## config.mk

```make
export PLATFORM = sky130hd
export DESIGN_NAME = pedal_speed_ramp_core
export DESIGN_NICKNAME = d
export VERILOG_FILES = /design/src/rtl/psr_pkg.sv /design/src/rtl/psr_cell.sv /design/src/rtl/psr_target.sv /design/src/rtl/psr_ramp.sv /design/src/rtl/pedal_speed_ramp_core.sv
export SDC_FILE = /design/constraint.sdc
export NUM_CORES = 1
export LEC_CHECK = 0
export ABC_AREA = 0
export BUFFER_PORTS_ARGS = -buffer_cell sky130_fd_sc_hd__buf_2
export CAP_MARGIN = 25
export CORE_MARGIN = 10
export CORE_UTILIZATION = 40
export DETAILED_ROUTE_END_ITERATION = 7
export GPL_TIMING_DRIVEN = 0
export PLACE_DENSITY_LB_ADDON = 0.25
export SETUP_SLACK_MARGIN = 0.15
export SLEW_MARGIN = 30
export SYNTH_ARGS = -nofsm -noshare
export SYNTH_HDL_FRONTEND = slang
export SYNTH_SLANG_ARGS = --single-unit
```

## constraint.sdc

```tcl
create_clock -name i_clk -period 6.3 [get_ports i_clk]
set_input_delay 0.315 -clock i_clk [delete_from_list [all_inputs] [get_ports i_clk]]
set_output_delay 0.315 -clock i_clk [all_outputs]
set_load 0.02 [all_outputs]
```

## src/rtl/psr_pkg.sv

```systemverilog
// psr_pkg: shared widths, constants, register codes and types for the pedal speed ramp
// depends on nothing; imported by every module of the block and by its checker
`timescale 1ns / 1ps
`default_nettype none

package psr_pkg;

    // field widths
    localparam int SAMPLE_W   = 12;
    localparam int TIME_W     = 32;
    localparam int SPEED_W    = 7;
    localparam int DRIVE_W    = 8;
    localparam int INTERVAL_W = 16;
    localparam int BAND_W     = 7;

    // averaging window, a power of two so the average is a plain shift
    localparam int WINDOW_LOG2 = 4;
    localparam int WINDOW      = 1 << WINDOW_LOG2;
    localparam int TOTAL_W     = SAMPLE_W + WINDOW_LOG2;

    // full scales
    localparam int PEDAL_FULL_SCALE = 4095;
    localparam int SPEED_FULL_SCALE = 100;
    localparam int DRIVE_FULL_SCALE = 255;

    // pedal to speed: avg*100 fits in this many bits, quotient by 4095 via a 12-bit shift
    localparam int SCALED_PEDAL_W = SAMPLE_W + SPEED_W;
    localparam int PEDAL_SHIFT    = 12;

    // speed to drive: (speed*255) * 5243 >> 19 equals speed*255/100 over the whole range
    localparam int DRIVE_SCALED_W = SPEED_W + DRIVE_W;
    localparam int DRIVE_RECIP    = 5243;
    localparam int DRIVE_RECIP_W  = 13;
    localparam int DRIVE_SHIFT    = 19;
    localparam int DRIVE_PROD_W   = DRIVE_SCALED_W + DRIVE_RECIP_W;

    // configuration port
    localparam int CFG_IDX_W  = 3;
    localparam int CFG_DATA_W = 16;

    // reset values of the configuration registers
    localparam logic [INTERVAL_W-1:0] RST_ACCEL_SLOW   = INTERVAL_W'(40);
    localparam logic [INTERVAL_W-1:0] RST_ACCEL_MIDDLE = INTERVAL_W'(30);
    localparam logic [INTERVAL_W-1:0] RST_ACCEL_FAST   = INTERVAL_W'(20);
    localparam logic [INTERVAL_W-1:0] RST_BRAKE        = INTERVAL_W'(10);
    localparam logic [BAND_W-1:0]     RST_BAND_LOW     = BAND_W'(25);
    localparam logic [BAND_W-1:0]     RST_BAND_HIGH    = BAND_W'(80);

    // register indexes
    typedef enum logic [CFG_IDX_W-1:0] {
        REG_ACCEL_SLOW   = 3'd0,
        REG_ACCEL_MIDDLE = 3'd1,
        REG_ACCEL_FAST   = 3'd2,
        REG_BRAKE        = 3'd3,
        REG_BAND_LOW     = 3'd4,
        REG_BAND_HIGH    = 3'd5
    } t_cfg_reg;

    // ramp settings handed to the ramp stage
    typedef struct packed {
        logic [INTERVAL_W-1:0] accel_slow;
        logic [INTERVAL_W-1:0] accel_middle;
        logic [INTERVAL_W-1:0] accel_fast;
        logic [INTERVAL_W-1:0] brake;
        logic [BAND_W-1:0]     band_low;
        logic [BAND_W-1:0]     band_high;
    } t_ramp_cfg;

    // drive level from a speed, speed*255/100 truncated
    function automatic logic [DRIVE_W-1:0] psr_drive(input logic [SPEED_W-1:0] speed);
        logic [DRIVE_SCALED_W-1:0] scaled;
        logic [DRIVE_PROD_W-1:0]   prod;
        scaled = {speed, DRIVE_W'(0)} - DRIVE_SCALED_W'(speed);
        prod   = DRIVE_PROD_W'(scaled) * DRIVE_PROD_W'(DRIVE_RECIP);
        return prod[DRIVE_SHIFT +: DRIVE_W];
    endfunction

endpackage

`default_nettype wire

```

## src/rtl/psr_cell.sv

```systemverilog
// psr_cell: one sample cell of the averaging window shift line
// depends on psr_pkg for the sample width
`timescale 1ns / 1ps
`default_nettype none

module psr_cell (
    input  wire                          i_clk,
    input  wire                          i_rst_n,
    input  wire                          i_shift,
    input  wire  [psr_pkg::SAMPLE_W-1:0] i_sample,
    output logic [psr_pkg::SAMPLE_W-1:0] o_sample
);
    import psr_pkg::*;

    logic [SAMPLE_W-1:0] r_sample;

    // take the neighbour's sample on every accepted transaction
    always_ff @(posedge i_clk) begin
        if (!i_rst_n) begin
            r_sample <= '0;
        end else if (i_shift) begin
            r_sample <= i_sample;
        end
    end

    assign o_sample = r_sample;

endmodule

`default_nettype wire

```

## src/rtl/psr_target.sv

```systemverilog
// psr_target: pipeline stage mapping the window total to a target speed
// depends on psr_pkg for widths and scale constants
`timescale 1ns / 1ps
`default_nettype none

module psr_target (
    input  wire                         i_clk,
    input  wire                         i_load,
    input  wire  [psr_pkg::TOTAL_W-1:0] i_total,
    output logic [psr_pkg::SPEED_W-1:0] o_target
);
    import psr_pkg::*;

    logic [SAMPLE_W-1:0]       w_avg;
    logic [SCALED_PEDAL_W-1:0] w_scaled;
    logic [SPEED_W-1:0]        w_quot_lo;
    logic [PEDAL_SHIFT:0]      w_rem;
    logic                      w_corr;
    logic [SPEED_W-1:0]        r_target;
    logic [SPEED_W-1:0]        n_target;

    // avg*100/4095: divide by 4096 first, then at most one step of correction
    always_comb begin
        w_avg     = SAMPLE_W'(i_total >> WINDOW_LOG2);
        w_scaled  = SCALED_PEDAL_W'(w_avg) * SCALED_PEDAL_W'(SPEED_FULL_SCALE);
        w_quot_lo = w_scaled[PEDAL_SHIFT +: SPEED_W];
        w_rem     = (PEDAL_SHIFT + 1)'(w_scaled[PEDAL_SHIFT-1:0])
                  + (PEDAL_SHIFT + 1)'(w_quot_lo);
        w_corr    = (w_rem >= (PEDAL_SHIFT + 1)'(PEDAL_FULL_SCALE));
        n_target  = w_quot_lo + SPEED_W'(w_corr);
    end

    always_ff @(posedge i_clk) begin
        if (i_load) begin
            r_target <= n_target;
        end
    end

    assign o_target = r_target;

endmodule

`default_nettype wire

```

## src/rtl/psr_ramp.sv

```systemverilog
// psr_ramp: slew-limited speed stage holding the ramped speed and last step time
// depends on psr_pkg for widths and the ramp settings struct
`timescale 1ns / 1ps
`default_nettype none

module psr_ramp (
    input  wire                          i_clk,
    input  wire                          i_rst_n,
    input  wire                          i_load,
    input  wire  [psr_pkg::SPEED_W-1:0]  i_target,
    input  wire  [psr_pkg::TIME_W-1:0]   i_now,
    input  psr_pkg::t_ramp_cfg           i_cfg,
    output logic [psr_pkg::SPEED_W-1:0]  o_target,
    output logic [psr_pkg::SPEED_W-1:0]  o_speed
);
    import psr_pkg::*;

    logic [SPEED_W-1:0]    r_speed;
    logic [SPEED_W-1:0]    n_speed;
    logic [TIME_W-1:0]     r_last;
    logic [TIME_W-1:0]     n_last;
    logic [SPEED_W-1:0]    r_target;
    logic                  w_accel;
    logic [INTERVAL_W-1:0] w_interval;
    logic [TIME_W-1:0]     w_elapsed;
    logic                  w_step;

    // interval choice, elapsed time check and one step toward the target
    always_comb begin
        w_accel = (r_speed < i_target);
        priority if (!w_accel) begin
            w_interval = i_cfg.brake;
        end else if (r_speed < i_cfg.band_low) begin
            w_interval = i_cfg.accel_slow;
        end else if (r_speed < i_cfg.band_high) begin
            w_interval = i_cfg.accel_middle;
        end else begin
            w_interval = i_cfg.accel_fast;
        end
        w_elapsed = i_now - r_last;
        w_step    = (w_elapsed >= TIME_W'(w_interval));
        n_speed   = r_speed;
        n_last    = r_last;
        if (w_step) begin
            n_last = i_now;
            if (w_accel) begin
                n_speed = r_speed + SPEED_W'(1);
            end else if (r_speed > i_target) begin
                n_speed = r_speed - SPEED_W'(1);
            end
        end
    end

    // ramp state
    always_ff @(posedge i_clk) begin
        if (!i_rst_n) begin
            r_speed <= '0;
            r_last  <= '0;
        end else if (i_load) begin
            r_speed <= n_speed;
            r_last  <= n_last;
        end
    end

    // target travels with the transaction
    always_ff @(posedge i_clk) begin
        if (i_load) begin
            r_target <= i_target;
        end
    end

    assign o_target = r_target;
    assign o_speed  = r_speed;

endmodule

`default_nettype wire

```

## src/rtl/pedal_speed_ramp_core.sv

```systemverilog
// pedal_speed_ramp_core: top level of the pedal filter and speed ramp
// depends on psr_pkg, psr_cell, psr_target and psr_ramp
//
// Usage
//   Input channel (i_in_valid / o_in_ready) takes one pedal sample and a millisecond
//   timestamp per transaction. Output channel (o_out_valid / i_out_ready) returns one
//   transaction per input: target speed, ramped speed and motor drive.
//   Configuration channel (i_cfg_valid / o_cfg_ready) writes one register per
//   transaction: 0 slow, 1 middle, 2 fast acceleration interval, 3 braking interval,
//   4 low and 5 high speed band; other indexes are ignored. It is always ready and
//   is meant to be used only while no transaction is in flight.
//   The result passes the window total, target, ramp and drive stages after the input
//   is taken. Throughput: one transaction per cycle while the receiver does not stall;
//   the ramp stage updates speed and last step time together, which allows that rate.
//   Reset (synchronous, active low) loads the register defaults, clears the window
//   cells, total, speed and last step time; the block is ready in the next cycle.
//   When the receiver stalls, the result holds and the stages behind it keep filling;
//   o_in_ready drops once all four stages hold transactions.
`timescale 1ns / 1ps
`default_nettype none

module pedal_speed_ramp_core (
    input  wire                             i_clk,
    input  wire                             i_rst_n,
    input  wire                             i_in_valid,
    output logic                            o_in_ready,
    input  wire  [psr_pkg::SAMPLE_W-1:0]    i_pedal_sample,
    input  wire  [psr_pkg::TIME_W-1:0]      i_now_ms,
    output logic                            o_out_valid,
    input  wire                             i_out_ready,
    output logic [psr_pkg::SPEED_W-1:0]     o_target_speed,
    output logic [psr_pkg::SPEED_W-1:0]     o_current_speed,
    output logic [psr_pkg::DRIVE_W-1:0]     o_motor_drive,
    input  wire                             i_cfg_valid,
    output logic                            o_cfg_ready,
    input  wire  [psr_pkg::CFG_IDX_W-1:0]   i_cfg_index,
    input  wire  [psr_pkg::CFG_DATA_W-1:0]  i_cfg_data
);
    import psr_pkg::*;

    // configuration
    t_ramp_cfg r_cfg;

    // stage valids and readies
    logic r_s1_valid, r_s2_valid, r_s3_valid, r_out_valid;
    logic w_s1_ready, w_s2_ready, w_s3_ready, w_out_ready;
    logic w_accept;

    // window and total
    logic [SAMPLE_W-1:0] w_cell [WINDOW];
    logic [TOTAL_W-1:0]  r_total;
    logic [TOTAL_W-1:0]  n_total;

    // stage payloads
    logic [TIME_W-1:0]  r_s1_now;
    logic [TIME_W-1:0]  r_s2_now;
    logic [SPEED_W-1:0] w_s2_target;
    logic [SPEED_W-1:0] w_s3_target;
    logic [SPEED_W-1:0] w_s3_speed;
    logic [SPEED_W-1:0] r_out_target;
    logic [SPEED_W-1:0] r_out_speed;
    logic [DRIVE_W-1:0] r_out_drive;

    // configuration writes, unknown indexes dropped
    assign o_cfg_ready = 1'b1;

    always_ff @(posedge i_clk) begin
        if (!i_rst_n) begin
            r_cfg.accel_slow   <= RST_ACCEL_SLOW;
            r_cfg.accel_middle <= RST_ACCEL_MIDDLE;
            r_cfg.accel_fast   <= RST_ACCEL_FAST;
            r_cfg.brake        <= RST_BRAKE;
            r_cfg.band_low     <= RST_BAND_LOW;
            r_cfg.band_high    <= RST_BAND_HIGH;
        end else if (i_cfg_valid) begin
            unique case (t_cfg_reg'(i_cfg_index))
                REG_ACCEL_SLOW:   r_cfg.accel_slow   <= INTERVAL_W'(i_cfg_data);
                REG_ACCEL_MIDDLE: r_cfg.accel_middle <= INTERVAL_W'(i_cfg_data);
                REG_ACCEL_FAST:   r_cfg.accel_fast   <= INTERVAL_W'(i_cfg_data);
                REG_BRAKE:        r_cfg.brake        <= INTERVAL_W'(i_cfg_data);
                REG_BAND_LOW:     r_cfg.band_low     <= i_cfg_data[BAND_W-1:0];
                REG_BAND_HIGH:    r_cfg.band_high    <= i_cfg_data[BAND_W-1:0];
                default: ;
            endcase
        end
    end

    // ready chain: a stage takes a transaction when empty or when it moves on
    always_comb begin
        w_out_ready = !r_out_valid || i_out_ready;
        w_s3_ready  = !r_s3_valid  || w_out_ready;
        w_s2_ready  = !r_s2_valid  || w_s3_ready;
        w_s1_ready  = !r_s1_valid  || w_s2_ready;
        o_in_ready  = w_s1_ready;
        w_accept    = i_in_valid && w_s1_ready;
    end

    always_ff @(posedge i_clk) begin
        if (!i_rst_n) begin
            r_s1_valid  <= 1'b0;
            r_s2_valid  <= 1'b0;
            r_s3_valid  <= 1'b0;
            r_out_valid <= 1'b0;
        end else begin
            if (w_s1_ready) begin
                r_s1_valid <= i_in_valid;
            end
            if (w_s2_ready) begin
                r_s2_valid <= r_s1_valid;
            end
            if (w_s3_ready) begin
                r_s3_valid <= r_s2_valid;
            end
            if (w_out_ready) begin
                r_out_valid <= r_s3_valid;
            end
        end
    end

    // window cells: the newest sample enters at the head, the oldest leaves at the tail
    for (genvar g = 0; g < WINDOW; g++) begin : g_cell
        if (g == 0) begin : g_head
            psr_cell u_cell (
                .i_clk    (i_clk),
                .i_rst_n  (i_rst_n),
                .i_shift  (w_accept),
                .i_sample (i_pedal_sample),
                .o_sample (w_cell[g])
            );
        end else begin : g_body
            psr_cell u_cell (
                .i_clk    (i_clk),
                .i_rst_n  (i_rst_n),
                .i_shift  (w_accept),
                .i_sample (w_cell[g-1]),
                .o_sample (w_cell[g])
            );
        end
    end

    // running total: add the new sample, drop the one leaving the window
    assign n_total = r_total - TOTAL_W'(w_cell[WINDOW-1]) + TOTAL_W'(i_pedal_sample);

    always_ff @(posedge i_clk) begin
        if (!i_rst_n) begin
            r_total <= '0;
        end else if (w_accept) begin
            r_total <= n_total;
        end
    end

    // timestamp through the first two stages
    always_ff @(posedge i_clk) begin
        if (w_accept) begin
            r_s1_now <= i_now_ms;
        end
        if (w_s2_ready && r_s1_valid) begin
            r_s2_now <= r_s1_now;
        end
    end

    // target speed stage
    psr_target u_target (
        .i_clk    (i_clk),
        .i_load   (w_s2_ready && r_s1_valid),
        .i_total  (r_total),
        .o_target (w_s2_target)
    );

    // ramp stage
    psr_ramp u_ramp (
        .i_clk    (i_clk),
        .i_rst_n  (i_rst_n),
        .i_load   (w_s3_ready && r_s2_valid),
        .i_target (w_s2_target),
        .i_now    (r_s2_now),
        .i_cfg    (r_cfg),
        .o_target (w_s3_target),
        .o_speed  (w_s3_speed)
    );

    // output register with drive level
    always_ff @(posedge i_clk) begin
        if (w_out_ready && r_s3_valid) begin
            r_out_target <= w_s3_target;
            r_out_speed  <= w_s3_speed;
            r_out_drive  <= psr_drive(w_s3_speed);
        end
    end

    assign o_out_valid     = r_out_valid;
    assign o_target_speed  = r_out_target;
    assign o_current_speed = r_out_speed;
    assign o_motor_drive   = r_out_drive;

endmodule

`default_nettype wire

```

Word level (Yosys, flattened, before mapping)
Cells that the tools add are included.
{"block": "totals", "regBits": 429, "latch_bits": 0, "in_bits": 68, "n_memories": 0, "word_cells": 84, "out_inout_bits": 25, "romBits": 0, "mem_bits_rw": 0}
{"block": "op_classes", "bitwise_logic": 0, "n_mux": 5, "n_div": 0, "eq_ne": 5, "n_shift": 0, "addsub": 8, "order_cmp": 6, "n_reduce_logical": 22, "mul": 2}
{"op": "$mux W16", "n": 3}
{"op": "$ge A32 B16 Y1", "n": 1}
{"op": "$sub A32 B32 Y32", "n": 1}
{"op": "$mul A15 B13 Y27 const B", "n": 1}
{"op": "$lt A7 B7 Y1", "n": 3}
{"op": "$mul A12 B5 Y17 const B", "n": 1}
{"op": "$add A16 B12 Y16", "n": 1}
{"op": "$sub A16 B12 Y16", "n": 1}
{"op": "$sub A15 B7 Y15", "n": 1}
{"op": "$mux W7", "n": 2}
{"op": "$reduce_and A2 Y1", "n": 7}
{"op": "$add A12 B7 Y13", "n": 1}
{"op": "$ge A13 B12 Y1 const B", "n": 1}
{"op": "$add A7 B1 Y7", "n": 1}
{"op": "$add A7 B1 Y7 const B", "n": 1}
{"op": "$gt A7 B7 Y1", "n": 1}
{"op": "$sub A7 B1 Y7 const B", "n": 1}
{"op": "$eq A3 B2 Y1 const B", "n": 2}
{"op": "$eq A3 B3 Y1 const B", "n": 2}
{"op": "$logic_and A1 B1 Y1", "n": 4}
{"op": "$logic_not A1 Y1", "n": 4}
{"op": "$logic_or A1 B1 Y1", "n": 4}
{"op": "$eq A3 B1 Y1 const B", "n": 1}
{"op": "$logic_not A3 Y1", "n": 1}
{"op": "other kinds (2)", "n": 2}

Longest topological paths before layout
{"block": "depth", "word_depth": 6, "mapped_depth": 30}

Hierarchy
From an unflattened synthesis, not the netlist that was laid out.
{"block": "hier_totals", "cells_unflattened": 2586, "area_unflattened_um2": 25258.0}
{"module": "pedal_speed_ramp_core", "cells_per_inst": 1080, "area_per_inst_um2": 10984.3, "instances": 1}
{"module": "psr_cell", "cells_per_inst": 38, "area_per_inst_um2": 450.4, "instances": 16}
{"module": "psr_ramp", "cells_per_inst": 695, "area_per_inst_um2": 5281.3, "instances": 1}
{"module": "psr_target", "cells_per_inst": 203, "area_per_inst_um2": 1785.5, "instances": 1}

Worst setup path after synthesis
No wires, ideal clock.
{"block": "synth_timing", "path_kind": "register to register", "startpoint": "register u_ramp.r_speed[0] (netlist: u_ramp.o_speed[0])", "endpoint": "register r_out_drive[7] (netlist: o_motor_drive[7]), data pin", "n_path_buf": 1, "t_arrival_ps": 6238, "setup_time_ps": 260, "stages_incl_launch_ff": 28, "required_ps": 6040, "path_slack_ps": -197, "cell_sequence": "dfxtp_1 -> clkbuf_1 -> or3_1 -> nor4_1 -> nor2b_1 -> inv_1 -> nand2b_1 -> nor2_1 -> a21o_1 -> ha_1 -> fa_1 -> inv_1 -> fa_1 -> inv_1 -> fa_1 -> fa_1 -> ha_1 -> o21a_1 -> o21a_1 -> o21ai_0 -> a211oi_1 -> o211ai_1 -> a21oi_1 -> o21a_1 -> o21ai_0 -> nand2b_1 -> a21oi_1 -> xnor2_1"}
{"block": "synth_via", "elab_chain_cells": 2}
{"item": "from (decl)", "line": "psr_ramp.sv:18", "text": "logic [SPEED_W-1:0] r_speed;"}
{"item": "from (signal assigned)", "line": "psr_ramp.sv:60", "text": "r_speed <= n_speed;"}
{"item": "$sub A15 B7 Y15", "line": "psr_pkg.sv:73", "text": "scaled = {speed, DRIVE_W'(0)} - DRIVE_SCALED_W'(speed);"}
{"item": "$mul A15 B13 Y27", "line": "psr_pkg.sv:74", "text": "prod = DRIVE_PROD_W'(scaled) * DRIVE_PROD_W'(DRIVE_RECIP);"}
{"item": "to (signal assigned)", "line": "pedal_speed_ramp_core.sv:187", "text": "r_out_drive <= psr_drive(w_s3_speed);"}
{"item": "to (decl)", "line": "pedal_speed_ramp_core.sv:62", "text": "logic [DRIVE_W-1:0] r_out_drive;"}
No other way between the ends.
A chain may end at the register's enable or synchronous reset.

Final worst setup path
{"block": "layout_timing", "startpoint": "register u_ramp.r_speed[2] (netlist: u_ramp.o_speed[2])", "endpoint": "register r_out_drive[7] (netlist: o_motor_drive[7]), data pin"}
The elaborated chain is that of the path after synthesis.

==> results.ini <==
[run_status]
status = finished, violations left
violations = negative setup slack

[power_and_ir_drop]
powerDensity_nw_per_um2 = 328
p_leak_nw = 12.0
ir_worst_vdd_v = 0.000200

[critical_path]
critPathKind = reg -> reg
cp-end-kind = flip-flop
cp_top_family = adder cells
worstReg2RegStart = u_ramp.o_speed[2]$_SDFFE_PN0P_
crit_buf_inv = 5
r2r_cells = 27
max_stage_delay_ns = 0.54
worstPathArrival_ns = 6.75
cp.required_ns = 6.62
critical_path_peak_fanout = 4
crit_top_cell = fa_1
cp-start-kind = flip-flop
cp_num_cells = 27
crit_start = u_ramp.o_speed[2]$_SDFFE_PN0P_
critical-path-slowest-cell = fa_1

[final_layout]
final_cell_mix = 614 x nand2_1, 332 x a21oi_1, 320 x dfxtp_1
area_growth_pct = 19.4
final_core_util = 0.483
nets = 3324
final_common_cell = nand2_1
design_area_um2 = 28500
drive_above_1_share = 0.120
nFillCells = 5531
fin_cells = 3753

[floorplan]
fp.dieW_um = 264
initial_core_util = 0.404
core-area_um2 = 59100
chipHeight_um = 264
die_area_um2 = 69900
io_pins = 93
rows = 89

[yosys]
syn_avg_cell_area_um2 = 8.85
synth_area_leader_cell = dfxtp_1
syn_inst = 2698
synthArstFlopShare = 0
synth_area_leaders = dfxtp_1 28%, edfxtp_1 13%, ha_1 12%, nand2_1 9.7%, fa_1 7.5%
synth_warnings = 0
seq_area_frac_synth = 0.401
ys.flop_type = dfxtp_1
yosysTopAreaCellShare = 0.276
synth-edff-count = 100
synth_nets = 3086
synthDistinctLibCells = 75
syn_area_um2 = 23900
synth_seq_cells = 429

[place]
dpl.cell_count = 3564
gp_congestion = 0.892
placed_cell_area_um2 = 25500
place.port_buffers = 90
dp_hpwl_um = 45700

[global_route]
grt_pass1_wl_um = 97600
antenna_found_initial = 5
grt_pass1_vias = 19371
grt_max_degree = 42
grt_use_total = 0.169
gr-total-overflow = 0

[detailed_routing]
vias = 19038
routed_via_density = 5.07
drtAntennaViolNets = 0
wirelength_um = 60200
drc = 0
first_pass_iters = 5
wire_per_inst_um = 16.0
drtIter0Drc = 1013

[timing]
setup_slack_ns = -0.132
fmax_ghz = 0.155
hold_viol_final = 0
post-route-period-util = 1.02
rsz0062_at_grt = true
clock_skew_ns = 0.0390
relSlewSlack = 0.352
tightest_slew_ns = 0.971
period_minus_slack_ns = 6.43
setup_viol = 2
drv_slew = 0

[clocking]
cts-root-buf = clkbuf_16
clkLatencyLatePin_ns = 0.61
cts_max_path_buffers = 3
cts_tree = yes
clock_sinks = 429
clk_pin_slew_ns = 0.06
cts_made_buffers = 48
htree_levels = 2

[worst_hold_path]
worst_hold_path_type = in -> reg
hold_depth = 3
worstHoldStart = i_cfg_data[13]

[job]
maxCapViolCount = 0

-- area by class of cell --
cell class                 count  area (um^2)  share of cell area
inverter                     268         1010              0.0356
multi-input combinational   1872        13200               0.463
sequential                   429         9610               0.337
buffer                       129          603              0.0211
clock buffer                  67         1440              0.0503
clock inverter                23          310              0.0109
tap                          773          967              0.0339
antenna                        4         10.0            0.000351
timing repair buffer         188         1360              0.0477
-- flip-flops by register name, summed over array words and instances (netlist names), 8 cells and up --
| name | cells |
|---|---|
| r_s2_now | 32 |
| o_motor_drive | 8 |
| u_ramp.r_last | 32 |
| r_total | 16 |
| r_cfg | 78 |
| g_cell.g_head.u_cell.o_sample | 12 |
| r_s1_now | 32 |
| g_cell.g_body.u_cell.o_sample | 180 |
-- metal layers --
layer | vias to the layer above | track usage | share of wire
met2 | 345 | 0.298 | 0.49
met4 | 2 | 0.0601 | 0.030
met1 | 9066 | 0.206 | 0.44
met5 | - | 0 | 0.00012
met3 | 104 | 0.0250 | 0.042
li1 | 9521 | - | -
-- cells in the mapped netlist, types with 28 or more instances --
| library cell | instances |
|---|---|
| mux2i_1 | 46 |
| o21ai_0 | 53 |
| inv_1 | 266 |
| nand3_1 | 66 |
| nor2_1 | 68 |
| o31ai_1 | 28 |
| nand2_1 | 616 |
| clkbuf_1 | 107 |
| a21oi_1 | 338 |
| ha_1 | 231 |
| dfxtp_1 | 329 |
| edfxtp_1 | 100 |
| xnor2_1 | 48 |
| fa_1 | 89 |
-- what timing repair did --
action                                 CTS  global route
endpoints found under the hold margin   46             0
pin swaps                               32            11
setup endpoints to repair               47            53
resized for setup                       73            44
hold buffers                            46             0
buffers inserted                        26            23
-- power by group --
part / total [W] / internal (W) / switching, W
registers: 0.00305 / 0.00296 / 0.0000923
logic: 0.00329 / 0.00146 / 0.00184
clock network: 0.00302 / 0.00185 / 0.00117
total: 0.00937 / 0.00627 / 0.00310
-- cells by family after synthesis --
| family | share of synthesized area |
|---|---|
| multiplexers | 0.0197 |
| adder cells (fa/ha/maj) | 0.196 |
| AO/OA/AOI/OAI | 0.138 |
| other | 0.000157 |
| buffers and inverters | 0.0637 |
| AND/OR/NAND/NOR | 0.153 |
| XOR/XNOR | 0.0284 |
| flip-flops | 0.401 |
-- path summary, 6_finish.rpt --
kind                                                   end  slack, ns
worst max-delay path            o_motor_drive[7]$_DFFE_PP_      -0.13
worst min-delay path                r_cfg[59]$_SDFFE_PN0P_       0.03
worst max register to register  o_motor_drive[7]$_DFFE_PP_      -0.13
worst min register to register       r_s2_now[8]$_DFFE_PP_       0.39
-- worst register-to-register path, cell delays in order, from the launching register on --
cell and delay [ns]:
dfxtp_4 0.36, clkbuf_16 0.15, or3_4 0.40, nor4_4 0.19, nor2b_4 0.25, buf_6 0.12, nor3_4 0.04, a21o_4 0.22
fa_1 0.48, ha_1 0.30, inv_2 0.04, fa_1 0.51, inv_1 0.06, fa_1 0.46, fa_1 0.54, ha_4 0.21
o21a_1 0.16, o21a_1 0.19, o21ai_2 0.17, a211oi_2 0.07, buf_4 0.18, o211ai_1 0.28, a21oi_2 0.11, o21a_1 0.21
o21ai_1 0.14, nand2b_1 0.11, a21oi_2 0.16, xnor2_1 0.08
-- through the flow --
stage / power [W] / hold slack (ns) / TNS (ns) / setup WS [ns]
global placement: 0.00595 / 0.404 / -7.37 / -0.905
finish: 0.00937 / 0.0254 / -0.176 / -0.132
CTS: 0.00934 / 0.000200 / -0.0724 / -0.0724
detailed placement: 0.00607 / 0.405 / -6.76 / -0.972
floorplan: 0.00535 / 0.400 / 0 / 0.150
global route: 0.0101 / 0.0161 / -1.20 / -0.416
(Power assumes the default switching activity.)
